==> src/tas_pkg.sv <==
// Package for the thermostat alarm supervisor: field widths, codes,
// register reset values and the configuration and result structs. No dependencies.
package tas_pkg;

  localparam int FUNC_W     = 2;
  localparam int TEMP_W     = 8;
  localparam int MODE_W     = 2;
  localparam int LIMIT_W    = 8;
  localparam int MS_W       = 17;
  localparam int CFG_DATA_W = 17;
  localparam int CFG_IDX_W  = 2;

  // Input item kinds.
  typedef enum logic [FUNC_W-1:0] {
    FUNC_TICK      = 2'd0,
    FUNC_SAMPLE    = 2'd1,
    FUNC_ALARM_OFF = 2'd2
  } func_t;

  // Supervisor mode, coded as it appears on the result channel.
  typedef enum logic [MODE_W-1:0] {
    MODE_IDLE  = 2'd0,
    MODE_HOT   = 2'd1,
    MODE_COLD  = 2'd2,
    MODE_ALARM = 2'd3
  } mode_t;

  // Configuration register indexes.
  typedef enum logic [CFG_IDX_W-1:0] {
    REG_UPPER_LIMIT = 2'd0,
    REG_LOWER_LIMIT = 2'd1,
    REG_ALARM_DELAY = 2'd2,
    REG_OFF_HOLD    = 2'd3
  } reg_idx_t;

  localparam logic [LIMIT_W-1:0] UPPER_LIMIT_RST = 8'd30;
  localparam logic [LIMIT_W-1:0] LOWER_LIMIT_RST = 8'd15;
  localparam logic [MS_W-1:0]    ALARM_DELAY_RST = 17'd60000;
  localparam logic [MS_W-1:0]    OFF_HOLD_RST    = 17'd5000;

  typedef struct packed {
    logic [LIMIT_W-1:0] upper_limit;
    logic [LIMIT_W-1:0] lower_limit;
    logic [MS_W-1:0]    alarm_delay_ms;
    logic [MS_W-1:0]    alarm_off_hold_ms;
  } cfg_t;

  typedef struct packed {
    logic  alarm_on;
    logic  heat_on;
    logic  cool_on;
    mode_t mode;
    logic  alarm_raised;
    logic  alarm_off_pending;
  } res_t;

endpackage

==> src/tas_if.sv <==
// Valid/ready channel interfaces for the thermostat alarm supervisor.
// Depends on tas_pkg for the field widths.
interface tas_in_if;
  logic                      valid;
  logic                      ready;
  logic [tas_pkg::FUNC_W-1:0] func;
  logic [tas_pkg::TEMP_W-1:0] temperature;

  modport source (output valid, func, temperature, input ready);
  modport sink   (input valid, func, temperature, output ready);
endinterface

interface tas_out_if;
  logic                      valid;
  logic                      ready;
  logic                      alarm_on;
  logic                      heat_on;
  logic                      cool_on;
  logic [tas_pkg::MODE_W-1:0] mode;
  logic                      alarm_raised;
  logic                      alarm_off_pending;

  modport source (output valid, alarm_on, heat_on, cool_on, mode, alarm_raised,
                  alarm_off_pending, input ready);
  modport sink   (input valid, alarm_on, heat_on, cool_on, mode, alarm_raised,
                  alarm_off_pending, output ready);
endinterface

==> src/tas_regs.sv <==
// Configuration register file of the thermostat alarm supervisor.
// Depends on tas_pkg for the register indexes, widths and reset values.
module tas_regs (
  input  logic                            clk,
  input  logic                            rst_n,
  input  logic                            we,
  input  logic [tas_pkg::CFG_IDX_W-1:0]   index,
  input  logic [tas_pkg::CFG_DATA_W-1:0]  data,
  output tas_pkg::cfg_t                   cfg
);

  tas_pkg::cfg_t cfg_r;
  tas_pkg::cfg_t cfg_nxt;

  // Decode the write; each register keeps the low bits of the data.
  always_comb begin
    cfg_nxt = cfg_r;
    if (we) begin
      unique case (tas_pkg::reg_idx_t'(index))
        tas_pkg::REG_UPPER_LIMIT: cfg_nxt.upper_limit = data[tas_pkg::LIMIT_W-1:0];
        tas_pkg::REG_LOWER_LIMIT: cfg_nxt.lower_limit = data[tas_pkg::LIMIT_W-1:0];
        tas_pkg::REG_ALARM_DELAY: cfg_nxt.alarm_delay_ms = data[tas_pkg::MS_W-1:0];
        tas_pkg::REG_OFF_HOLD:    cfg_nxt.alarm_off_hold_ms = data[tas_pkg::MS_W-1:0];
        default: ;
      endcase
    end
  end

  always_ff @(posedge clk) begin
    if (!rst_n) begin
      cfg_r.upper_limit       <= tas_pkg::UPPER_LIMIT_RST;
      cfg_r.lower_limit       <= tas_pkg::LOWER_LIMIT_RST;
      cfg_r.alarm_delay_ms    <= tas_pkg::ALARM_DELAY_RST;
      cfg_r.alarm_off_hold_ms <= tas_pkg::OFF_HOLD_RST;
    end else begin
      cfg_r <= cfg_nxt;
    end
  end

  assign cfg = cfg_r;

endmodule

==> src/tas_core.sv <==
// Supervisor state and rule logic: mode, millisecond counter, alarm-off flag
// and output pins, updated once per item. Depends on tas_pkg.
module tas_core #(
  parameter int COUNT_WIDTH = 17
) (
  input  logic                         clk,
  input  logic                         rst_n,
  input  logic                         step,
  input  tas_pkg::func_t               func,
  input  logic [tas_pkg::TEMP_W-1:0]   temperature,
  input  tas_pkg::cfg_t                cfg,
  output tas_pkg::res_t                res
);

  // Compare width covers both the counter and the millisecond registers.
  localparam int CMP_W = (COUNT_WIDTH > tas_pkg::MS_W) ? COUNT_WIDTH : tas_pkg::MS_W;

  tas_pkg::mode_t         mode_r, mode_nxt;
  logic [COUNT_WIDTH-1:0] elapsed_r, elapsed_nxt;
  logic                   flag_r, flag_nxt;
  logic                   alarm_r, alarm_nxt;
  logic                   heat_r, heat_nxt;
  logic                   cool_r, cool_nxt;
  logic                   raised;

  logic [CMP_W-1:0] elapsed_ext;
  logic             hold_hit;
  logic             delay_hit;
  logic             out_of_idle;
  logic             in_range;

  assign elapsed_ext = CMP_W'(elapsed_r);
  assign hold_hit    = elapsed_ext >= CMP_W'(cfg.alarm_off_hold_ms);
  assign delay_hit   = elapsed_ext >= CMP_W'(cfg.alarm_delay_ms);
  assign out_of_idle = (mode_r == tas_pkg::MODE_HOT) || (mode_r == tas_pkg::MODE_COLD);
  assign in_range    = (temperature >= cfg.lower_limit) && (temperature <= cfg.upper_limit);

  // Next state for the item at hand.
  always_comb begin
    mode_nxt    = mode_r;
    elapsed_nxt = elapsed_r;
    flag_nxt    = flag_r;
    alarm_nxt   = alarm_r;
    heat_nxt    = heat_r;
    cool_nxt    = cool_r;
    raised      = 1'b0;
    case (func)
      tas_pkg::FUNC_TICK: begin
        // The counter saturates at all ones.
        if (elapsed_r != {COUNT_WIDTH{1'b1}}) begin
          elapsed_nxt = elapsed_r + COUNT_WIDTH'(1);
        end
      end
      tas_pkg::FUNC_SAMPLE: begin
        // Alarm-off check: a pending request ends the alarm, else it may expire.
        if (flag_r && (mode_r == tas_pkg::MODE_ALARM)) begin
          alarm_nxt   = 1'b0;
          elapsed_nxt = '0;
          mode_nxt    = tas_pkg::MODE_IDLE;
        end else if (hold_hit) begin
          flag_nxt = 1'b0;
        end
        // Limit rules run only with no request pending; first match wins.
        // With the flag clear, mode and counter are still as they were.
        if (!flag_nxt) begin
          if (delay_hit && out_of_idle) begin
            mode_nxt  = tas_pkg::MODE_ALARM;
            alarm_nxt = 1'b1;
            raised    = 1'b1;
          end else if ((mode_r == tas_pkg::MODE_IDLE) && (temperature > cfg.upper_limit)) begin
            mode_nxt    = tas_pkg::MODE_HOT;
            elapsed_nxt = '0;
            heat_nxt    = 1'b1;
          end else if ((mode_r == tas_pkg::MODE_IDLE) && (temperature < cfg.lower_limit)) begin
            mode_nxt    = tas_pkg::MODE_COLD;
            elapsed_nxt = '0;
            cool_nxt    = 1'b1;
          end else if (in_range) begin
            elapsed_nxt = '0;
            flag_nxt    = (mode_r != tas_pkg::MODE_IDLE);
            mode_nxt    = tas_pkg::MODE_IDLE;
            heat_nxt    = 1'b0;
            cool_nxt    = 1'b0;
          end
        end
      end
      tas_pkg::FUNC_ALARM_OFF: begin
        flag_nxt = 1'b1;
      end
      default: ;
    endcase
  end

  // State advances only when the item moves into the result register.
  always_ff @(posedge clk) begin
    if (!rst_n) begin
      mode_r    <= tas_pkg::MODE_IDLE;
      elapsed_r <= '0;
      flag_r    <= 1'b0;
      alarm_r   <= 1'b0;
      heat_r    <= 1'b0;
      cool_r    <= 1'b0;
    end else if (step) begin
      mode_r    <= mode_nxt;
      elapsed_r <= elapsed_nxt;
      flag_r    <= flag_nxt;
      alarm_r   <= alarm_nxt;
      heat_r    <= heat_nxt;
      cool_r    <= cool_nxt;
    end
  end

  // The result reports the state after this item.
  always_comb begin
    res.alarm_on          = alarm_nxt;
    res.heat_on           = heat_nxt;
    res.cool_on           = cool_nxt;
    res.mode              = mode_nxt;
    res.alarm_raised      = raised;
    res.alarm_off_pending = flag_nxt;
  end

endmodule

==> src/thermostat_alarm_supervisor.sv <==
// Top level of the thermostat alarm supervisor: input register, rule core,
// result register and configuration registers. Depends on tas_pkg, tas_if,
// tas_regs and tas_core.
//
// Usage:
//   in_if carries one item per beat: func (tick, sample or alarm-off request)
//   and temperature. out_if returns exactly one result beat per input beat,
//   in order, with the output levels, the mode, the alarm-raised pulse and
//   the pending alarm-off flag as they stand after that item.
//   An accepted beat is held in the input register, run through the rule
//   logic and captured in the result register, which drives out_if.
//   Throughput is one item per cycle while out_if is ready; the rule
//   logic is a few compares and a counter increment between the input and
//   result registers. When out_if stalls, the result register holds its beat
//   and the input register still takes one more beat; in_if.ready then
//   drops until the result is taken.
//   cfg_we writes cfg_data into the register at cfg_index;
//   write only while no item is in flight.
//   Synchronous reset (rst_n low) empties both registers, sets mode idle,
//   clears the counter, flag and pins, and loads the register defaults.
module thermostat_alarm_supervisor #(
  parameter int COUNT_WIDTH = 17
) (
  input  logic                           clk,
  input  logic                           rst_n,
  tas_in_if.sink                         in_if,
  tas_out_if.source                      out_if,
  input  logic                           cfg_we,
  input  logic [tas_pkg::CFG_IDX_W-1:0]  cfg_index,
  input  logic [tas_pkg::CFG_DATA_W-1:0] cfg_data
);

  logic                       in_valid_r;
  tas_pkg::func_t             in_func_r;
  logic [tas_pkg::TEMP_W-1:0] in_temp_r;
  logic                       out_valid_r;
  tas_pkg::res_t              out_res_r;
  tas_pkg::res_t              core_res;
  tas_pkg::cfg_t              cfg;
  logic                       advance;
  logic                       in_beat;

  tas_regs u_regs (
    .clk   (clk),
    .rst_n (rst_n),
    .we    (cfg_we),
    .index (cfg_index),
    .data  (cfg_data),
    .cfg   (cfg)
  );

  tas_core #(
    .COUNT_WIDTH (COUNT_WIDTH)
  ) u_core (
    .clk         (clk),
    .rst_n       (rst_n),
    .step        (advance),
    .func        (in_func_r),
    .temperature (in_temp_r),
    .cfg         (cfg),
    .res         (core_res)
  );

  // The held item moves on whenever the result register is free or emptying.
  assign advance     = in_valid_r && (!out_valid_r || out_if.ready);
  assign in_if.ready = !in_valid_r || advance;
  assign in_beat     = in_if.valid && in_if.ready;

  // Input register.
  always_ff @(posedge clk) begin
    if (!rst_n) begin
      in_valid_r <= 1'b0;
    end else if (in_beat) begin
      in_valid_r <= 1'b1;
    end else if (advance) begin
      in_valid_r <= 1'b0;
    end
  end

  always_ff @(posedge clk) begin
    if (in_beat) begin
      in_func_r <= tas_pkg::func_t'(in_if.func);
      in_temp_r <= in_if.temperature;
    end
  end

  // Result register.
  always_ff @(posedge clk) begin
    if (!rst_n) begin
      out_valid_r <= 1'b0;
    end else if (advance) begin
      out_valid_r <= 1'b1;
    end else if (out_if.ready) begin
      out_valid_r <= 1'b0;
    end
  end

  always_ff @(posedge clk) begin
    if (advance) begin
      out_res_r <= core_res;
    end
  end

  assign out_if.valid             = out_valid_r;
  assign out_if.alarm_on          = out_res_r.alarm_on;
  assign out_if.heat_on           = out_res_r.heat_on;
  assign out_if.cool_on           = out_res_r.cool_on;
  assign out_if.mode              = out_res_r.mode;
  assign out_if.alarm_raised      = out_res_r.alarm_raised;
  assign out_if.alarm_off_pending = out_res_r.alarm_off_pending;

endmodule

==> src/flat_wrapper.sv <==
// flat-port wrapper written by rule: the top's interface ports become plain ports
module thermostat_alarm_supervisor_flat 
#(
  parameter int COUNT_WIDTH = 17
)
  (clk, rst_n, cfg_we, cfg_index, cfg_data, in_if_valid, in_if_func, in_if_temperature, in_if_ready, out_if_valid, out_if_alarm_on, out_if_heat_on, out_if_cool_on, out_if_mode, out_if_alarm_raised, out_if_alarm_off_pending, out_if_ready);
  tas_in_if in_if_i ();
  tas_out_if out_if_i ();
  input  logic clk;
  input  logic rst_n;
  input  logic cfg_we;
  input  logic [tas_pkg::CFG_IDX_W-1:0] cfg_index;
  input  logic [tas_pkg::CFG_DATA_W-1:0] cfg_data;
  input wire logic [$bits(in_if_i.valid)-1:0] in_if_valid;
  input wire logic [$bits(in_if_i.func)-1:0] in_if_func;
  input wire logic [$bits(in_if_i.temperature)-1:0] in_if_temperature;
  output wire logic [$bits(in_if_i.ready)-1:0] in_if_ready;
  output wire logic [$bits(out_if_i.valid)-1:0] out_if_valid;
  output wire logic [$bits(out_if_i.alarm_on)-1:0] out_if_alarm_on;
  output wire logic [$bits(out_if_i.heat_on)-1:0] out_if_heat_on;
  output wire logic [$bits(out_if_i.cool_on)-1:0] out_if_cool_on;
  output wire logic [$bits(out_if_i.mode)-1:0] out_if_mode;
  output wire logic [$bits(out_if_i.alarm_raised)-1:0] out_if_alarm_raised;
  output wire logic [$bits(out_if_i.alarm_off_pending)-1:0] out_if_alarm_off_pending;
  input wire logic [$bits(out_if_i.ready)-1:0] out_if_ready;
  assign in_if_i.valid = in_if_valid;
  assign in_if_i.func = in_if_func;
  assign in_if_i.temperature = in_if_temperature;
  assign in_if_ready = in_if_i.ready;
  assign out_if_valid = out_if_i.valid;
  assign out_if_alarm_on = out_if_i.alarm_on;
  assign out_if_heat_on = out_if_i.heat_on;
  assign out_if_cool_on = out_if_i.cool_on;
  assign out_if_mode = out_if_i.mode;
  assign out_if_alarm_raised = out_if_i.alarm_raised;
  assign out_if_alarm_off_pending = out_if_i.alarm_off_pending;
  assign out_if_i.ready = out_if_ready;
  thermostat_alarm_supervisor #(.COUNT_WIDTH(COUNT_WIDTH)) u_core (.clk(clk), .rst_n(rst_n), .in_if(in_if_i), .out_if(out_if_i), .cfg_we(cfg_we), .cfg_index(cfg_index), .cfg_data(cfg_data));
endmodule
==> config.mk <==
export PLATFORM = sky130hd
export DESIGN_NAME = thermostat_alarm_supervisor_flat
export DESIGN_NICKNAME = d
export VERILOG_FILES = /design/src/tas_pkg.sv /design/src/tas_if.sv /design/src/tas_regs.sv /design/src/tas_core.sv /design/src/thermostat_alarm_supervisor.sv /design/src/flat_wrapper.sv
export SDC_FILE = /design/constraint.sdc
export NUM_CORES = 1
export LEC_CHECK = 0
export CELL_PAD_IN_SITES_DETAIL_PLACEMENT = 0
export CELL_PAD_IN_SITES_GLOBAL_PLACEMENT = 1
export CORE_MARGIN = 5
export CORE_UTILIZATION = 52
export DETAILED_ROUTE_END_ITERATION = 10
export DONT_BUFFER_PORTS = 1
export GPL_ROUTABILITY_DRIVEN = 0
export GPL_TIMING_DRIVEN = 0
export PLACE_DENSITY = 0.95
export SYNTH_ARGS = -nofsm -noshare
export SYNTH_HDL_FRONTEND = slang
export SYNTH_SLANG_ARGS = --single-unit
==> constraint.sdc <==
create_clock -name clk -period 5.5 [get_ports clk]
set_input_delay 0.275 -clock clk [delete_from_list [all_inputs] [get_ports clk]]
set_output_delay 0.275 -clock clk [all_outputs]
set_load 0.05 [all_outputs]
==> summary.txt <==
GRT
  – Pin count of the biggest net entering global routing: 19
  – All-Layer GR Usage: 22.9%
  – First-pass GRT wire length: 21200 um
  – Number of global-route vias before repair: 4428
  – Initial antenna violation count: 0
  – Grt ovf: 0

Synth
  – Mean Syn Cell Area: 8.41 sq um
  – Ys flop type: dfxtp_1
  – EDFF count, synth: 17
  – Yosys reg bits: 92
  – Largest cells by area after synthesis: dfxtp_1, ha_1, edfxtp_1, nand2_1, a21oi_1
  – Fraction of registers with async set/reset: 0%
  – Mapped cell area: 0.00514 sq mm
  – Synth Net Count: 702
  – Area leader, netlist: dfxtp_1
  – Yosys cell types: 55
  – Yosys warns: 0
  – Share of the synthesized area in the top cell type: 29.2%
  – Sequential share of the synthesized area: 39.1%
  – Post-Syn Instances: 611

Power
  – Combinational power share: 10.8%
  – Reg power frac: 55.4%
  – Switch Pwr: 386 uW
  – P_leak: 2.22 nW
  – PwrDens: 237 mW/mm^2
  – Switching Share: 29.1%
  – Clock power share: 33.8%
  – Max VDD drop: 136 uV
  – P_int: 939 uW

STA
  – Fmax: 297 MHz
  – Setup TNS: 0 ps
  – Pins Over Slew Limit: 0
  – Hold WS: 20.2 ps
  – Final Worst Setup Slack: 2130 ps
  – Final Setup Violations: 0
  – Final period utilization: 61.3%
  – Tmin final: 3370 ps
  – RSZ-0062 raised after global routing: no
  – Slew Limit Headroom: 46.0%
  – Slew @ Worst Pin: 809 ps
  – Final hold vios: 0
  – Final Skew: 14.4 ps

Die
  – Initial Utilization: 52.8%
  – Rows: 36
  – Die area: 0.0120 sq mm
  – Die height: 109 um
  – Die Width: 109 um
  – Core area: 0.00973 sq mm
  – Top-level port count: 43

Final layout
  – Multi-input gate area: 0.00280 sq mm
  – Antenna cells: 0
  – Fin cells: 770
  – Area grow syn2layout: 8.79%
  – Share of layout cells above drive strength 1: 5.81%
  – Leading cell type in the layout, fill and taps excluded: nand2_1
  – Fin nets: 723
  – Fillers: 914
  – FF/Latch Area: 0.00201 sq mm
  – Fin area: 0.00559 sq mm
  – Most frequent cells in the layout: nand2_1, dfxtp_1, inv_1, a21oi_1, ha_1

Route
  – Via count of the routed design: 4555
  – First-pass detailed-route iteration total: 5
  – Post-DR vias/cell: 5.92
  – DRC viols: 0
  – Detail Route Antenna Nets: 0
  – Post-Route WL: 13000 um
  – Wire per inst: 16.9 um
  – Starting DRT DRC Count: 253

Place
  – Post-place setup slack: 2240 ps
  – Post-DP HPWL: 9980 um
  – Dpl cell area: 0.00531 sq mm
  – Port bufs: 0
  – Placed insts: 744

Worst setup path
  – CP max FO: 10
  – Data required time at the worst endpoint: 5750 ps
  – Crit end category: register
  – Crit start category: register
  – CP arrival: 3610 ps
  – CP Class: register to register

CTS
  – CTS tree: yes
  – Root buffer cell: clkbuf_8
  – Clk sinks: 92
  – Clock buffer count from CTS: 9
  – Clk buf depth: 2
  – Clock-pin transition on the worst setup and hold timing paths: 110 ps
  – H-tree depth: 3
  – Insertion delay to the later sink of the worst-skew pair: 380 ps
  – Cts repair resizes: 0

Hold path
  – Hold crit path type: primary input to register

Run status
  – Status: complete, no violations

Run
  – Max Cap Viol: 0
==> routing by layer <==
metal  up-vias  wire (um)  track usage [%]
li1       2222          -                -
met1      2139       5590             28.3
met2       161       6270             40.0
met3        33        797             3.93
met4         0        335             8.10
met5         -          0                0
==> state kept, by name, summed over array words and instances (netlist names), 2 cells and up <==
signal	flops
u_core.in_temp_r	8
u_core.in_func_r	2
u_core.u_core.mode_r	2
u_core.out_if.mode	2
u_core.u_core.elapsed_ext	17
u_core.u_regs.cfg	50
==> layout make-up <==
cell class              count  area share, %
multi-input cells         437           50.0
flip-flops and latches     92           36.0
inverters                  62           4.16
well taps                 133           2.98
clock buffers               9           2.22
repair buffers             10           1.79
plain buffers              20           1.75
clock inverters             7           1.10
==> cell usage after synthesis (2+ instances only) <==
| library cell | number |
|---|---|
| nand2_1 | 103 |
| dfxtp_1 | 75 |
| inv_1 | 61 |
| a21oi_1 | 60 |
| ha_1 | 57 |
| nor2_1 | 37 |
| o211ai_1 | 25 |
| o21ai_0 | 25 |
| edfxtp_1 | 17 |
| nand3_1 | 16 |
| clkbuf_1 | 15 |
| nand4_1 | 14 |
| a211oi_1 | 8 |
| nor2b_1 | 7 |
| and3_1 | 6 |
| a21o_1 | 5 |
| a41oi_1 | 5 |
| and2_1 | 5 |
| nor3_1 | 5 |
| a31oi_1 | 4 |
| o21bai_1 | 4 |
| o32ai_1 | 4 |
| a31o_2 | 3 |
| nor3b_1 | 3 |
| o31ai_1 | 3 |
| or2_2 | 3 |
| a221o_1 | 2 |
| a22oi_1 | 2 |
| a41oi_2 | 2 |
| and4_1 | 2 |
| buf_2 | 2 |
| buf_6 | 2 |
| mux2i_1 | 2 |
| nand2b_1 | 2 |
| nor4_1 | 2 |
| o21ai_2 | 2 |
| o22ai_1 | 2 |
| or2_1 | 2 |
==> through the flow <==
| step | utilization [%] | power [mW] |
|---|---|---|
| floorplan | - | 0.848 |
| global placement | 54.5 | 0.878 |
| detailed placement | 54.5 | 0.885 |
| CTS | 57.5 | 1.33 |
| global route | 57.5 | 1.39 |
| finish | 57.5 | 1.32 |
==> power groups by stage <==
stage	clock network [mW]	logic, mW	registers [mW]
5_1_grt	0.487	0.163	0.736
6_report	0.448	0.143	0.733
4_1_cts	0.455	0.142	0.733
2_1_floorplan	0	0.103	0.745
3_5_place_dp	0	0.136	0.749
3_3_place_gp	0	0.130	0.748
==> worst max-delay path: stages, from the launching register on <==
cell	delay [ps]
dfxtp_1	550
and4_1	300
nand4_1	160
nor2_1	340
nand4_1	150
nor3_1	220
ha_1	190
nor2b_1	60
o211ai_2	430
nor2_1	220
and3_1	220
a211oi_1	290
a21oi_1	110
==> cell families after synthesis <==
logic type / count (synthesis) / synth area share [%]
and+or+nand+nor: 210 / 18.5
AOI/OAI and AO/OA: 167 / 21.4
DFF: 92 / 39.1
buffers and inverters: 82 / 6.43
adders and majority gates: 57 / 13.9
muxes: 3 / 0.609
==> repair_timing <==
item,CTS,global route
hold buffers,10,0
hold endpoints to repair,10,0
setup buffers,0,0
==> worst paths after layout <==
check / depth (start not counted) / slack [ps] / end / start
hold reg to reg: 2 / 460 / u_core.u_regs.cfg[4]$_SDFFE_PN0P_ / u_core.u_regs.cfg[4]$_SDFFE_PN0P_
hold / removal: 2 / 20 / u_core.u_regs.cfg[1]$_SDFFE_PN0P_ / cfg_data[1]
setup / recovery: 12 / 2130 / u_core.u_core.elapsed_ext[6]$_SDFFE_PN0P_ / u_core.u_core.elapsed_ext[3]$_SDFFE_PN0P_
setup reg to reg: 12 / 2130 / u_core.u_core.elapsed_ext[6]$_SDFFE_PN0P_ / u_core.u_core.elapsed_ext[3]$_SDFFE_PN0P_
Power figures use the tool's default switching activity.
